### config.mk
export PLATFORM = sky130hd
export DESIGN_NAME = iso8601_to_epoch_seconds
export DESIGN_NICKNAME = d
export VERILOG_FILES = /design/src/design/isoep_pkg.sv /design/src/design/isoep_front.sv /design/src/design/isoep_fifo.sv /design/src/design/isoep_back.sv /design/src/design/iso8601_to_epoch_seconds.sv
export SDC_FILE = /design/constraint.sdc
export NUM_CORES = 2
export LEC_CHECK = 0
export BUFFER_PORTS_ARGS = -buffer_cell sky130_fd_sc_hd__buf_2
export CAP_MARGIN = 20
export CORE_ASPECT_RATIO = 0.6
export CORE_UTILIZATION = 40
export CTS_CLUSTER_DIAMETER = 60
export CTS_CLUSTER_SIZE = 8
export DETAILED_ROUTE_END_ITERATION = 10
export SLEW_MARGIN = 5
export SYNTH_ARGS = -nofsm -noshare
export SYNTH_HDL_FRONTEND = slang
export SYNTH_SLANG_ARGS = --single-unit
### constraint.sdc
create_clock -name clock -period 11.4 [get_ports clock]
set_input_delay 1.14 -clock clock [delete_from_list [all_inputs] [get_ports clock]]
set_output_delay 1.14 -clock clock [all_outputs]
set_load 0.005 [all_outputs]
### src/design/isoep_pkg.sv
// ----------------------------------------------------------------------------
// isoep_pkg
// Types, constants and tables shared by the ISO 8601 to epoch seconds block.
// ----------------------------------------------------------------------------
package isoep_pkg;

   typedef enum logic [2:0] {
      PH_FIXED,
      PH_TAIL,
      PH_FRAC,
      PH_OFFH,
      PH_OFFM,
      PH_DONE
   } phase_type;

   localparam logic [7:0] CH_DASH  = 8'h2D;
   localparam logic [7:0] CH_PLUS  = 8'h2B;
   localparam logic [7:0] CH_DOT   = 8'h2E;
   localparam logic [7:0] CH_COLON = 8'h3A;
   localparam logic [7:0] CH_T     = 8'h54;
   localparam logic [7:0] CH_ZERO  = 8'h30;
   localparam logic [7:0] CH_NINE  = 8'h39;

   localparam int FIXED_LEN    = 19;
   localparam int FIFO_DEPTH   = 4;
   localparam int EPOCH_YEAR   = 1970;
   localparam int LEAP_BASE    = 1969;
   localparam int CENT_BASE    = 1901;
   localparam int QUAD_BASE    = 1601;
   localparam int SEC_PER_DAY  = 86400;
   localparam int SEC_PER_HOUR = 3600;
   localparam int SEC_PER_MIN  = 60;
   localparam int DAYS_PER_YR  = 365;
   // floor(m / 100) == (m * RECIP_100) >> RECIP_SHIFT for m below 43690
   localparam int RECIP_100    = 5243;
   localparam int RECIP_SHIFT  = 19;

   typedef struct packed {
      logic        ok;
      logic [13:0] year;
      logic [3:0]  month;
      logic [4:0]  day;
      logic [6:0]  hour;
      logic [6:0]  minute;
      logic [6:0]  second;
      logic        off_neg;
      logic [6:0]  off_hour;
      logic [6:0]  off_minute;
   } rec_type;

   function automatic logic [8:0] month_start(input logic [3:0] month);
      logic [8:0] days;
      unique case (month)
         4'd1:    days = 9'd0;
         4'd2:    days = 9'd31;
         4'd3:    days = 9'd59;
         4'd4:    days = 9'd90;
         4'd5:    days = 9'd120;
         4'd6:    days = 9'd151;
         4'd7:    days = 9'd181;
         4'd8:    days = 9'd212;
         4'd9:    days = 9'd243;
         4'd10:   days = 9'd273;
         4'd11:   days = 9'd304;
         4'd12:   days = 9'd334;
         default: days = 9'd0;
      endcase
      return days;
   endfunction

endpackage

### src/design/isoep_front.sv
// ----------------------------------------------------------------------------
// isoep_front
// Character parser: walks the fixed fields, fraction and offset, and on the
// last character emits one parsed record with its ok flag.
// ----------------------------------------------------------------------------
module isoep_front (
   input  logic               clock,
   input  logic               reset,
   input  logic               accept,
   input  logic [7:0]         char_code,
   input  logic               last,
   output logic               push,
   output isoep_pkg::rec_type push_data
);

   localparam logic [4:0] POS_END = 5'(isoep_pkg::FIXED_LEN - 1);

   isoep_pkg::phase_type phase_ff, phase_in;
   logic [4:0]  pos_ff, pos_in;
   logic [13:0] year_ff, year_in;
   logic [6:0]  month_ff, month_in;
   logic [6:0]  day_ff, day_in;
   logic [6:0]  hour_ff, hour_in;
   logic [6:0]  minute_ff, minute_in;
   logic [6:0]  second_ff, second_in;
   logic        off_neg_ff, off_neg_in;
   logic [6:0]  off_hour_ff, off_hour_in;
   logic [6:0]  off_minute_ff, off_minute_in;
   logic [1:0]  off_cnt_ff, off_cnt_in;
   logic        ferr_ff, ferr_in;

   logic       is_digit;
   logic       is_sign;
   logic [3:0] digit;

   assign is_digit = (char_code >= isoep_pkg::CH_ZERO) && (char_code <= isoep_pkg::CH_NINE);
   assign is_sign  = (char_code == isoep_pkg::CH_PLUS) || (char_code == isoep_pkg::CH_DASH);
   assign digit    = char_code[3:0];

   always_comb begin
      phase_in      = phase_ff;
      pos_in        = pos_ff;
      year_in       = year_ff;
      month_in      = month_ff;
      day_in        = day_ff;
      hour_in       = hour_ff;
      minute_in     = minute_ff;
      second_in     = second_ff;
      off_neg_in    = off_neg_ff;
      off_hour_in   = off_hour_ff;
      off_minute_in = off_minute_ff;
      off_cnt_in    = off_cnt_ff;
      ferr_in       = ferr_ff;
      unique case (phase_ff)
         isoep_pkg::PH_FIXED: begin
            priority if (pos_ff == 5'd4 || pos_ff == 5'd7) begin
               if (char_code != isoep_pkg::CH_DASH) ferr_in = 1'b1;
            end else if (pos_ff == 5'd10) begin
               if (char_code != isoep_pkg::CH_T) ferr_in = 1'b1;
            end else if (pos_ff == 5'd13 || pos_ff == 5'd16) begin
               if (char_code != isoep_pkg::CH_COLON) ferr_in = 1'b1;
            end else if (!is_digit) begin
               ferr_in = 1'b1;
            end else if (pos_ff < 5'd4) begin
               year_in = year_ff * 14'd10 + 14'(digit);
            end else if (pos_ff < 5'd7) begin
               month_in = month_ff * 7'd10 + 7'(digit);
            end else if (pos_ff < 5'd10) begin
               day_in = day_ff * 7'd10 + 7'(digit);
            end else if (pos_ff < 5'd13) begin
               hour_in = hour_ff * 7'd10 + 7'(digit);
            end else if (pos_ff < 5'd16) begin
               minute_in = minute_ff * 7'd10 + 7'(digit);
            end else begin
               second_in = second_ff * 7'd10 + 7'(digit);
            end
            pos_in = pos_ff + 5'd1;
            if (pos_ff == POS_END) phase_in = isoep_pkg::PH_TAIL;
         end
         isoep_pkg::PH_TAIL, isoep_pkg::PH_FRAC: begin
            priority if (phase_ff == isoep_pkg::PH_TAIL && char_code == isoep_pkg::CH_DOT) begin
               phase_in = isoep_pkg::PH_FRAC;
            end else if (phase_ff == isoep_pkg::PH_FRAC && is_digit) begin
               phase_in = isoep_pkg::PH_FRAC;
            end else if (is_sign) begin
               off_neg_in = (char_code == isoep_pkg::CH_DASH);
               off_cnt_in = 2'd0;
               phase_in   = isoep_pkg::PH_OFFH;
            end else begin
               phase_in = isoep_pkg::PH_DONE;
            end
         end
         isoep_pkg::PH_OFFH: begin
            priority if (is_digit && off_cnt_ff < 2'd2) begin
               off_hour_in = off_hour_ff * 7'd10 + 7'(digit);
               off_cnt_in  = off_cnt_ff + 2'd1;
            end else if (char_code == isoep_pkg::CH_COLON && off_cnt_ff >= 2'd1) begin
               off_cnt_in = 2'd0;
               phase_in   = isoep_pkg::PH_OFFM;
            end else begin
               phase_in = isoep_pkg::PH_DONE;
            end
         end
         isoep_pkg::PH_OFFM: begin
            if (is_digit && off_cnt_ff < 2'd2) begin
               off_minute_in = off_minute_ff * 7'd10 + 7'(digit);
               off_cnt_in    = off_cnt_ff + 2'd1;
            end else begin
               phase_in = isoep_pkg::PH_DONE;
            end
         end
         default: begin
         end
      endcase
   end

   always_comb begin
      push_data.ok = (phase_in != isoep_pkg::PH_FIXED) && !ferr_in
                     && (month_in >= 7'd1) && (month_in <= 7'd12)
                     && (day_in >= 7'd1) && (day_in <= 7'd31);
      push_data.year       = year_in;
      push_data.month      = month_in[3:0];
      push_data.day        = day_in[4:0];
      push_data.hour       = hour_in;
      push_data.minute     = minute_in;
      push_data.second     = second_in;
      push_data.off_neg    = off_neg_in;
      push_data.off_hour   = off_hour_in;
      push_data.off_minute = off_minute_in;
   end

   assign push = accept && last;

   always_ff @(posedge clock) begin
      if (reset || (accept && last)) begin
         phase_ff      <= isoep_pkg::PH_FIXED;
         pos_ff        <= '0;
         year_ff       <= '0;
         month_ff      <= '0;
         day_ff        <= '0;
         hour_ff       <= '0;
         minute_ff     <= '0;
         second_ff     <= '0;
         off_neg_ff    <= 1'b0;
         off_hour_ff   <= '0;
         off_minute_ff <= '0;
         off_cnt_ff    <= '0;
         ferr_ff       <= 1'b0;
      end else if (accept) begin
         phase_ff      <= phase_in;
         pos_ff        <= pos_in;
         year_ff       <= year_in;
         month_ff      <= month_in;
         day_ff        <= day_in;
         hour_ff       <= hour_in;
         minute_ff     <= minute_in;
         second_ff     <= second_in;
         off_neg_ff    <= off_neg_in;
         off_hour_ff   <= off_hour_in;
         off_minute_ff <= off_minute_in;
         off_cnt_ff    <= off_cnt_in;
         ferr_ff       <= ferr_in;
      end
   end

endmodule

### src/design/isoep_fifo.sv
// ----------------------------------------------------------------------------
// isoep_fifo
// Small record queue between parser and arithmetic pipeline.
// ----------------------------------------------------------------------------
module isoep_fifo #(
   parameter int DEPTH = isoep_pkg::FIFO_DEPTH
) (
   input  logic               clock,
   input  logic               reset,
   input  logic               push,
   input  isoep_pkg::rec_type push_data,
   output logic               full,
   input  logic               pop,
   output isoep_pkg::rec_type pop_data,
   output logic               empty
);

   localparam int PW = (DEPTH > 1) ? $clog2(DEPTH) : 1;
   localparam int CW = $clog2(DEPTH + 1);
   localparam logic [PW-1:0] PTR_LAST = PW'(DEPTH - 1);
   localparam logic [CW-1:0] CNT_FULL = CW'(DEPTH);

   isoep_pkg::rec_type mem_ff [DEPTH];
   logic [PW-1:0] wr_ptr_ff, wr_ptr_in;
   logic [PW-1:0] rd_ptr_ff, rd_ptr_in;
   logic [CW-1:0] count_ff, count_in;
   logic          do_pop;

   assign full     = (count_ff == CNT_FULL);
   assign empty    = (count_ff == '0);
   assign do_pop   = pop && !empty;
   assign pop_data = mem_ff[rd_ptr_ff];

   always_comb begin
      wr_ptr_in = wr_ptr_ff;
      rd_ptr_in = rd_ptr_ff;
      count_in  = count_ff;
      if (push) wr_ptr_in = (wr_ptr_ff == PTR_LAST) ? '0 : wr_ptr_ff + 1'b1;
      if (do_pop) rd_ptr_in = (rd_ptr_ff == PTR_LAST) ? '0 : rd_ptr_ff + 1'b1;
      if (push && !do_pop) count_in = count_ff + 1'b1;
      else if (!push && do_pop) count_in = count_ff - 1'b1;
   end

   always_ff @(posedge clock) begin
      if (reset) begin
         wr_ptr_ff <= '0;
         rd_ptr_ff <= '0;
         count_ff  <= '0;
      end else begin
         wr_ptr_ff <= wr_ptr_in;
         rd_ptr_ff <= rd_ptr_in;
         count_ff  <= count_in;
      end
   end

   always_ff @(posedge clock) begin
      if (push) mem_ff[wr_ptr_ff] <= push_data;
   end

endmodule

### src/design/isoep_back.sv
// ----------------------------------------------------------------------------
// isoep_back
// Three-stage arithmetic pipeline: day count, time of day and offset,
// then days * 86400 plus seconds. The last stage is the output register.
// ----------------------------------------------------------------------------
module isoep_back (
   input  logic               clock,
   input  logic               reset,
   input  logic               rec_avail,
   input  isoep_pkg::rec_type rec,
   output logic               rec_pop,
   output logic               out_valid,
   input  logic               out_ready,
   output logic [38:0]        out_seconds,
   output logic               out_ok
);

   localparam int RS = isoep_pkg::RECIP_SHIFT;

   function automatic logic signed [23:0] apply_sign(input logic neg, input logic [6:0] mag);
      logic signed [23:0] v;
      v = $signed({17'b0, mag});
      return neg ? -v : v;
   endfunction

   function automatic logic [14:0] abs16(input logic signed [15:0] v);
      logic signed [15:0] a;
      a = (v < 0) ? -v : v;
      return a[14:0];
   endfunction

   logic en;

   // stage 1
   logic               v1_ff;
   logic               ok1_ff;
   logic signed [23:0] days_lin_ff, days_lin_in;
   logic signed [23:0] q4_ff, q4_in;
   logic [27:0]        p100_ff, p100_in;
   logic               n100_ff, n100_in;
   logic [27:0]        p400_ff, p400_in;
   logic               n400_ff, n400_in;
   logic [27:0]        py_ff, py_in;
   logic [13:0]        year1_ff;
   logic [8:0]         ydl_ff, ydl_in;
   logic               mgt2_ff;
   logic [18:0]        tod_ff, tod_in;
   logic [18:0]        off_ff, off_in;
   logic               off_neg_ff;

   logic signed [15:0] ys, a_lin, a4, a100, a400;
   logic [14:0]        m4, m100, m400;

   always_comb begin
      ys    = $signed({2'b0, rec.year});
      a_lin = ys - 16'(isoep_pkg::EPOCH_YEAR);
      a4    = ys - 16'(isoep_pkg::LEAP_BASE);
      a100  = ys - 16'(isoep_pkg::CENT_BASE);
      a400  = ys - 16'(isoep_pkg::QUAD_BASE);
      m4    = abs16(a4);
      m100  = abs16(a100);
      m400  = abs16(a400);
      days_lin_in = $signed(24'(a_lin)) * $signed(24'(isoep_pkg::DAYS_PER_YR));
      q4_in   = (a4 < 0) ? -$signed({11'b0, m4[14:2]}) : $signed({11'b0, m4[14:2]});
      p100_in = 28'(m100) * 28'(isoep_pkg::RECIP_100);
      n100_in = (a100 < 0);
      p400_in = 28'(m400[14:2]) * 28'(isoep_pkg::RECIP_100);
      n400_in = (a400 < 0);
      py_in   = 28'(rec.year) * 28'(isoep_pkg::RECIP_100);
      ydl_in  = isoep_pkg::month_start(rec.month) + 9'(rec.day) - 9'd1;
      tod_in  = 19'(rec.hour) * 19'(isoep_pkg::SEC_PER_HOUR)
                + 19'(rec.minute) * 19'(isoep_pkg::SEC_PER_MIN) + 19'(rec.second);
      off_in  = 19'(rec.off_hour) * 19'(isoep_pkg::SEC_PER_HOUR)
                + 19'(rec.off_minute) * 19'(isoep_pkg::SEC_PER_MIN);
   end

   // stage 2
   logic               v2_ff;
   logic               ok2_ff;
   logic signed [23:0] days_ff, days_in;
   logic signed [20:0] secs_ff, secs_in;

   logic [6:0]         q100m, q400m, qy;
   logic               leap;
   logic signed [20:0] tod_s, off_s;

   always_comb begin
      q100m = p100_ff[RS +: 7];
      q400m = p400_ff[RS +: 7];
      qy    = py_ff[RS +: 7];
      leap  = (year1_ff[1:0] == 2'b00)
              && ((14'(qy) * 14'd100 != year1_ff) || (qy[1:0] == 2'b00));
      days_in = days_lin_ff + q4_ff - apply_sign(n100_ff, q100m) + apply_sign(n400_ff, q400m)
                + $signed({15'b0, ydl_ff}) + $signed({23'b0, leap && mgt2_ff});
      tod_s   = $signed({2'b0, tod_ff});
      off_s   = off_neg_ff ? -$signed({2'b0, off_ff}) : $signed({2'b0, off_ff});
      secs_in = tod_s - off_s;
   end

   // stage 3 / output register
   logic               v3_ff;
   logic               ok3_ff;
   logic [38:0]        res_ff, res_in;
   logic signed [40:0] total;

   always_comb begin
      total  = $signed(41'(days_ff)) * $signed(41'(isoep_pkg::SEC_PER_DAY))
               + $signed(41'(secs_ff));
      res_in = ok2_ff ? total[38:0] : '0;
   end

   assign en          = !v3_ff || out_ready;
   assign rec_pop     = en && rec_avail;
   assign out_valid   = v3_ff;
   assign out_seconds = res_ff;
   assign out_ok      = ok3_ff;

   always_ff @(posedge clock) begin
      if (reset) begin
         v1_ff <= 1'b0;
         v2_ff <= 1'b0;
         v3_ff <= 1'b0;
      end else if (en) begin
         v1_ff <= rec_avail;
         v2_ff <= v1_ff;
         v3_ff <= v2_ff;
      end
   end

   always_ff @(posedge clock) begin
      if (en) begin
         ok1_ff      <= rec.ok;
         days_lin_ff <= days_lin_in;
         q4_ff       <= q4_in;
         p100_ff     <= p100_in;
         n100_ff     <= n100_in;
         p400_ff     <= p400_in;
         n400_ff     <= n400_in;
         py_ff       <= py_in;
         year1_ff    <= rec.year;
         ydl_ff      <= ydl_in;
         mgt2_ff     <= (rec.month > 4'd2);
         tod_ff      <= tod_in;
         off_ff      <= off_in;
         off_neg_ff  <= rec.off_neg;
         ok2_ff      <= ok1_ff;
         days_ff     <= days_in;
         secs_ff     <= secs_in;
         ok3_ff      <= ok2_ff;
         res_ff      <= res_in;
      end
   end

endmodule

### src/design/iso8601_to_epoch_seconds.sv
// ----------------------------------------------------------------------------
// iso8601_to_epoch_seconds
// ISO 8601 timestamp text, one character per word, to UTC epoch seconds.
//
//   channel | dir | payload                                  | end of run
//   req_    | in  | tdata[7:0] char_code                     | tlast = last
//   rsp_    | out | tdata[38:0] epoch_seconds, tuser valid_res | one word per run
//
// One character per cycle while the record queue is not full, including one-character runs.
// After the last character is accepted, the record passes through the record queue, then
// the linear-day stage, day-count stage and seconds stage before the result leaves.
// The record queue holds FIFO_DEPTH parsed timestamps; req_tready drops only
// when it is full while rsp_ is stalled.
// Synchronous reset clears parser state, queue and pipeline valids.
// ----------------------------------------------------------------------------
module iso8601_to_epoch_seconds #(
   parameter int FIFO_DEPTH = isoep_pkg::FIFO_DEPTH
) (
   input  logic        clock,
   input  logic        reset,
   input  logic        req_tvalid,
   output logic        req_tready,
   input  logic [7:0]  req_tdata,   // [7:0] char_code
   input  logic        req_tlast,
   output logic        rsp_tvalid,
   input  logic        rsp_tready,
   output logic [39:0] rsp_tdata,   // [38:0] epoch_seconds, [39] zero
   output logic        rsp_tuser    // [0] valid_res
);

   logic               accept;
   logic               push;
   isoep_pkg::rec_type push_data;
   logic               full;
   logic               pop;
   isoep_pkg::rec_type pop_data;
   logic               empty;
   logic [38:0]        seconds;

   assign req_tready = !full;
   assign accept     = req_tvalid && !full;

   isoep_front u_front (
      .clock     (clock),
      .reset     (reset),
      .accept    (accept),
      .char_code (req_tdata),
      .last      (req_tlast),
      .push      (push),
      .push_data (push_data)
   );

   isoep_fifo #(
      .DEPTH (FIFO_DEPTH)
   ) u_fifo (
      .clock     (clock),
      .reset     (reset),
      .push      (push),
      .push_data (push_data),
      .full      (full),
      .pop       (pop),
      .pop_data  (pop_data),
      .empty     (empty)
   );

   isoep_back u_back (
      .clock       (clock),
      .reset       (reset),
      .rec_avail   (!empty),
      .rec         (pop_data),
      .rec_pop     (pop),
      .out_valid   (rsp_tvalid),
      .out_ready   (rsp_tready),
      .out_seconds (seconds),
      .out_ok      (rsp_tuser)
   );

   assign rsp_tdata = {1'b0, seconds};

endmodule

# [Word-level counts from Yosys, hierarchy flattened]
# Memory sizes are Yosys's and may differ from the RTL's. A register that Yosys moved wholly into a read port is not among the register bits.
# Index checks and enable logic that the tools add are counted.
[totals] elab_cells=275 input_bits=13 memories=2 ramBits=240 romBits=144 latch_bits=0 reg_bits=363 out_inout_bits=43
[memory_table] name="u_fifo.mem_ff" depth=4 word_bits=60 rd=1 rd_clocked_by_memory_dff=1 wr=1 line_no="isoep_fifo.sv:23" rtl="isoep_pkg::rec_type mem_ff [DEPTH];"
[memory_table] name="(no name shown)" depth=16 word_bits=9 rd=1 rd_clocked_by_memory_dff=0 wr=0 line_no="isoep_pkg.sv:53" rtl="unique case (month)"
[classes] n_eq_ne=26 n_shift=0 multipliers=18 reduce_logical=40 n_div=0 muxes=96 order_cmp=17 bitwise_logic=0 n_addsub=37
[op_table] operator="7-bit two-way mux" n=48
[op_table] operator="14-bit two-way mux" n=6
[op_table] operator="14-bit by 11-bit subtractor with 15-bit output, second input constant" n=4
[op_table] operator="7-bit by 4-bit adder with 7-bit output" n=7
[op_table] operator="7-bit by 3-bit multiplier with 6-bit output, second input constant" n=7
[op_table] operator="24-bit adder" n=2
[op_table] operator="24-bit two-way mux" n=2
[op_table] operator="7-bit negator with 24-bit output" n=2
[op_table] operator="15-bit by 1-bit < comparator with 1-bit output, second input constant" n=3
[op_table] operator="15-bit two-way mux" n=3
[op_table] operator="15-bit negator" n=3
[op_table] operator="39-bit by 21-bit adder with 39-bit output" n=1
[op_table] operator="19-bit by 13-bit adder with 19-bit output" n=2
[op_table] operator="8-bit by 6-bit == test with 1-bit output, second input constant" n=4
[op_table] operator="24-bit by 11-bit multiplier with 32-bit output, second input constant" n=1
[op_table] operator="7-bit by 8-bit multiplier with 15-bit output, second input constant" n=2
[op_table] operator="13-bit by 13-bit multiplier with 26-bit output, second input constant" n=1
[op_table] operator="14-bit by 13-bit multiplier with 26-bit output, second input constant" n=1
[op_table] operator="15-bit by 13-bit multiplier with 26-bit output, second input constant" n=1
[op_table] operator="24-bit by 10-bit adder with 24-bit output" n=1
[op_table] operator="24-bit by 2-bit adder with 24-bit output" n=1
[op_table] operator="15-bit by 10-bit multiplier with 24-bit output, second input constant" n=1
[op_table] operator="3-bit two-way mux" n=8
[op_table] operator="13-bit negator with 24-bit output" n=1
[op_table] operator="other kinds (54)" n=122

# [Longest topological paths before layout]
[logic_depth] ltp_word=14 ltp_mapped=35 mapped_depth_nobuf=32

# [By module]
# From an unflattened synthesis, not the netlist that was laid out.
[unflattened] cells_unflattened=4747 hier_area_um2=52064.9
[by_module_without_submodules] module="isoep_back" area_each_um2=36179.7 instances=1 seq_area_each_um2=6516.2 cells_per_inst=3600
[by_module_without_submodules] module="isoep_fifo" area_each_um2=9180.1 instances=1 seq_area_each_um2=7387.1 cells_per_inst=358
[by_module_without_submodules] module="isoep_front" area_each_um2=6680.2 instances=1 seq_area_each_um2=1501.4 cells_per_inst=784
[by_module_without_submodules] module="iso8601_to_epoch_seconds" area_each_um2=25.0 instances=1 seq_area_each_um2=0.0 cells_per_inst=5

# [Least setup slack after synthesis]
# Ideal clock, no wire load.
[synth_timing] path_kind="reg2reg" start="reg (tool-made name)" end="reg u_back.p100_ff[25], data pin" t_arrival_ns=8.607 setup_slack_ns=2.533 setup_time_ns=0.260 synth_period_minus_slack_ns=8.867 stages_incl_launch_ff=34 n_path_buf=1 required_time_ns=11.140 cell_sequence="dfxtp_1 buf_6 mux4_1 inv_1 ha_1 nor2b_1 xnor2_1 nor3_1 or3b_1 nor3_1 nand4b_1 o21ai_0 nand2_1 xnor2_1 ha_1 inv_1 fa_1 inv_1 fa_1 fa_1 inv_1 fa_1 inv_1 ha_1 a2111oi_0 o21ai_0 a21oi_1 o21ai_0 a221o_1 a21oi_1 o21ai_0 or3_1 a31oi_1 xnor2_1"
[synth_lines] item="end signal, assigned" line_no="isoep_back.sv:135" rtl="p100_ff <= p100_in;"
[synth_lines] item="end, declared" line_no="isoep_back.sv:39" rtl="logic [27:0] p100_ff, p100_in;"

==> key figures <==
CTS
  – Clock transition at path regs: 50 ps
  – Num CTS Buffers: 80
  – Root Buffer Master: clkbuf_16
  – CTS Sinks: 542
  – Maximum root-to-sink buffer count: 3
  – Clock Latency Late Sink: 680 ps
  – Setup Buffers After CTS: 0
  – Post-CTS sizing: 0
  – Cts hold-fix bufs: 0
  – CTS tree: built
  – H-Tree Depth: 3

Yosys
  – Post-synthesis adder-cell area fraction: 0.3622
  – Largest family of logic cells by synthesized area: adder cells
  – Top cell type's share of synthesized area: 0.2662
  – Async SR Flop Fraction: 0
  – Yosys top cell by area: edfxtp_1
  – Syn_nets: 6001
  – Mux contribution to synthesized area: 0.03590
  – Syn avg cell area: 10.81 um^2
  – Synth Area in Simple Gates: 0.07677
  – Most used DFF post-synth: edfxtp_1
  – #FFs+latches synth: 542
  – Most numerous cell in the Yosys netlist: inv_1
  – Number of distinct library cells after synthesis: 89
  – Post-synthesis compound-gate area fraction: 0.08523
  – Post-synth EDFFs: 455
  – Ys Warns: 0
  – Post-Syn Instances: 4749
  – Sequential share of the synthesized area: 0.3001
  – Top post-synthesis cells by count: 855 x inv_1, 827 x ha_1, 455 x edfxtp_1
  – Xor and xnor area share after synthesis: 0.07068
  – Dominant cells by area after synthesis: edfxtp_1 27%, ha_1 20%, fa_1 16%
  – Syn Std Cell Area: 51340 um^2

Place
  – Placed Instances: 6453
  – GPL Wtd Cong: 0.9178
  – Dpl hpwl: 94.86 mm
  – Port bufs: 54

Hold path
  – Worst hold-check path type: reg2reg
  – Worst hold stages: 0
  – Hold Path Sink: u_back.secs_ff[0]
  – Min-Delay Startpoint: u_back.tod_ff[0]

Routing
  – Routed len/inst: 18.31 um
  – Pre-Repair DR Iteration Count: 9
  – Starting DRT DRC Count: 2550
  – Routed wire length: 120.6 mm
  – Drc violations: 12
  – Post-DRT Antenna Nets: 0
  – Via Count: 33317
  – Vias per Instance: 5.059

STA
  – Tmin final: 10040 ps
  – Final hold vios: 0
  – Unrepaired setup endpoints after global routing: no
  – Setup TNS: 0 ps
  – Worst slew pin tran: 1141 ps
  – Final max-slew violation count: 0
  – Final worst-path cycle share: 0.8809
  – Setup skew after layout: 25.12 ps
  – Max frequency: 0.09958 GHz
  – Max transition margin: 0.2354
  – Final setup fails: 0
  – Worst hold margin: 418.8 ps

Floorplanning
  – FP Rows: 101
  – Die H: 279.5 um
  – Die width: 464.5 um
  – Die area: 129800 um^2
  – Core area: 126900 um^2
  – IO Count: 56
  – Starting density of the core: 0.4046

Critical path
  – Worst Path Max Fanout: 16
  – Critical Path RT: 11810 ps
  – Worst Path Arrival: 10460 ps
  – Setup crit end kind: flop
  – CP max-delay cell: xnor2_1
  – CP peak stage delay: 670 ps
  – CP dominant cell by count: inv_1
  – R2R Setup Slk: 1360 ps
  – WS Path Type: reg2reg
  – Worst r2r dst: u_back.p100_ff[25]
  – CP Launch Type: flop
  – Worst Reg2Reg Path Length in Cells: 33

Layout
  – Final Util: 0.4414
  – Layout cells sized above 1: 0.06040
  – Final nets: 6088
  – Area growth syn-to-layout: 9.081%
  – Finished Layout Cells: 6586
  – # fillers: 11873

Status
  – Violated checks: design-rule violations
  – Status: finished, violations left

Global routing
  – Global Route Usage Sum: 0.1880
  – Largest net degree at the start of global routing: 96
  – Vias in the first global route: 32965
  – First-pass GRT wire length: 190.8 mm
  – Remaining Overflow, GRT: 0
  – Initial antenna violation count: 2

Job
  – Max Cap Viol: 0
[area by class of cell]
class | instances | area [um^2] | area share
antenna | 3 | 7.507 | 0.0001341
clock buffer | 118 | 2145 | 0.03830
clock inverter | 12 | 207.7 | 0.003709
inverter | 860 | 3236 | 0.05778
multi-input combinational | 3272 | 32400 | 0.5787
sequential | 542 | 15410 | 0.2752
tap | 1699 | 2126 | 0.03796
timing repair buffer | 80 | 462.9 | 0.008267
[through the flow]
stage | setup slack, ps | area [um^2]
final | 1358 | 56000
after global routing | 537.7 | 55990
after CTS | 1380 | 55990
after detailed placement | 1462 | 53640
after global placement | 1480 | 53630
after floorplan | 2533 | 51340
[per-layer routing]
| metal | global-route usage | routed length [um] | vias up |
|---|---|---|---|
| met1 | 0.3097 | 65600 | 16086 |
| met2 | 0.2386 | 44090 | 821 |
| met3 | 0.04955 | 9392 | 104 |
| met4 | 0.03175 | 1533 | 0 |
| li1 | - | - | 16306 |
| met5 | 0 | 0 | - |
[kinds of logic after synthesis]
logic type | after synthesis
adder cells (fa/ha/maj) | 1239
AO/OA/AOI/OAI | 687
multiplexers | 107
buffers and inverters | 935
XOR/XNOR | 408
flip-flops | 542
other | 1
AND/OR/NAND/NOR | 830
[worst max-delay path: cells and delay by family, from the launching register on]
family                   cells  cell delay (ps)
buffers and inverters        6              850
flip-flops                   1              510
adder cells (fa/ha/maj)      7             2990
AND/OR/NAND/NOR              7             1840
XOR/XNOR                     3              920
AO/OA/AOI/OAI                9             2060
multiplexers                 1              590
[placed cells by master, fill, tap and decap left out, types with 121 or more instances in the layout]
cell      netlist  layout
inv_1         855     854
edfxtp_1      455     455
xor2_1        121     121
nor2_1        263     263
xnor2_1       282     282
o21ai_0       128     127
nand2_1       205     204
ha_1          827     827
a21oi_1       231     231
fa_1          412     412
[state kept, by name (all words and copies together), names as in the netlist, 9 cells and up, named ones only]
signal and flops:
u_front.year_ff 14, u_back.days_ff 24, u_back.q4_ff 21, u_back.ydl_ff 9, u_back.out_seconds 39, u_back.secs_ff 21
u_back.off_ff 17, u_back.days_lin_ff 23, u_back.tod_ff 19, u_back.year1_ff 14, u_fifo.mem_ff 240
[worst max-delay path by stage]
stage / start / to / slack, ps / cells past startpoint
6_report: flop / u_back.p100_ff[25] / 1360 / 33
5_1_grt: flop / u_back.p100_ff[25] / 540 / 33
4_1_cts: flop / u_back.p100_ff[25] / 1380 / 33
3_5_place_dp: flop / u_back.p100_ff[25] / 1460 / 33
3_3_place_gp: flop / u_back.p100_ff[25] / 1480 / 33
2_1_floorplan: flop / u_back.p100_ff[25] / 2530 / 33
Power is left out: the tool's default activity adds up to more than one toggle a clock period on the data nets, which glitch-free logic cannot reach.
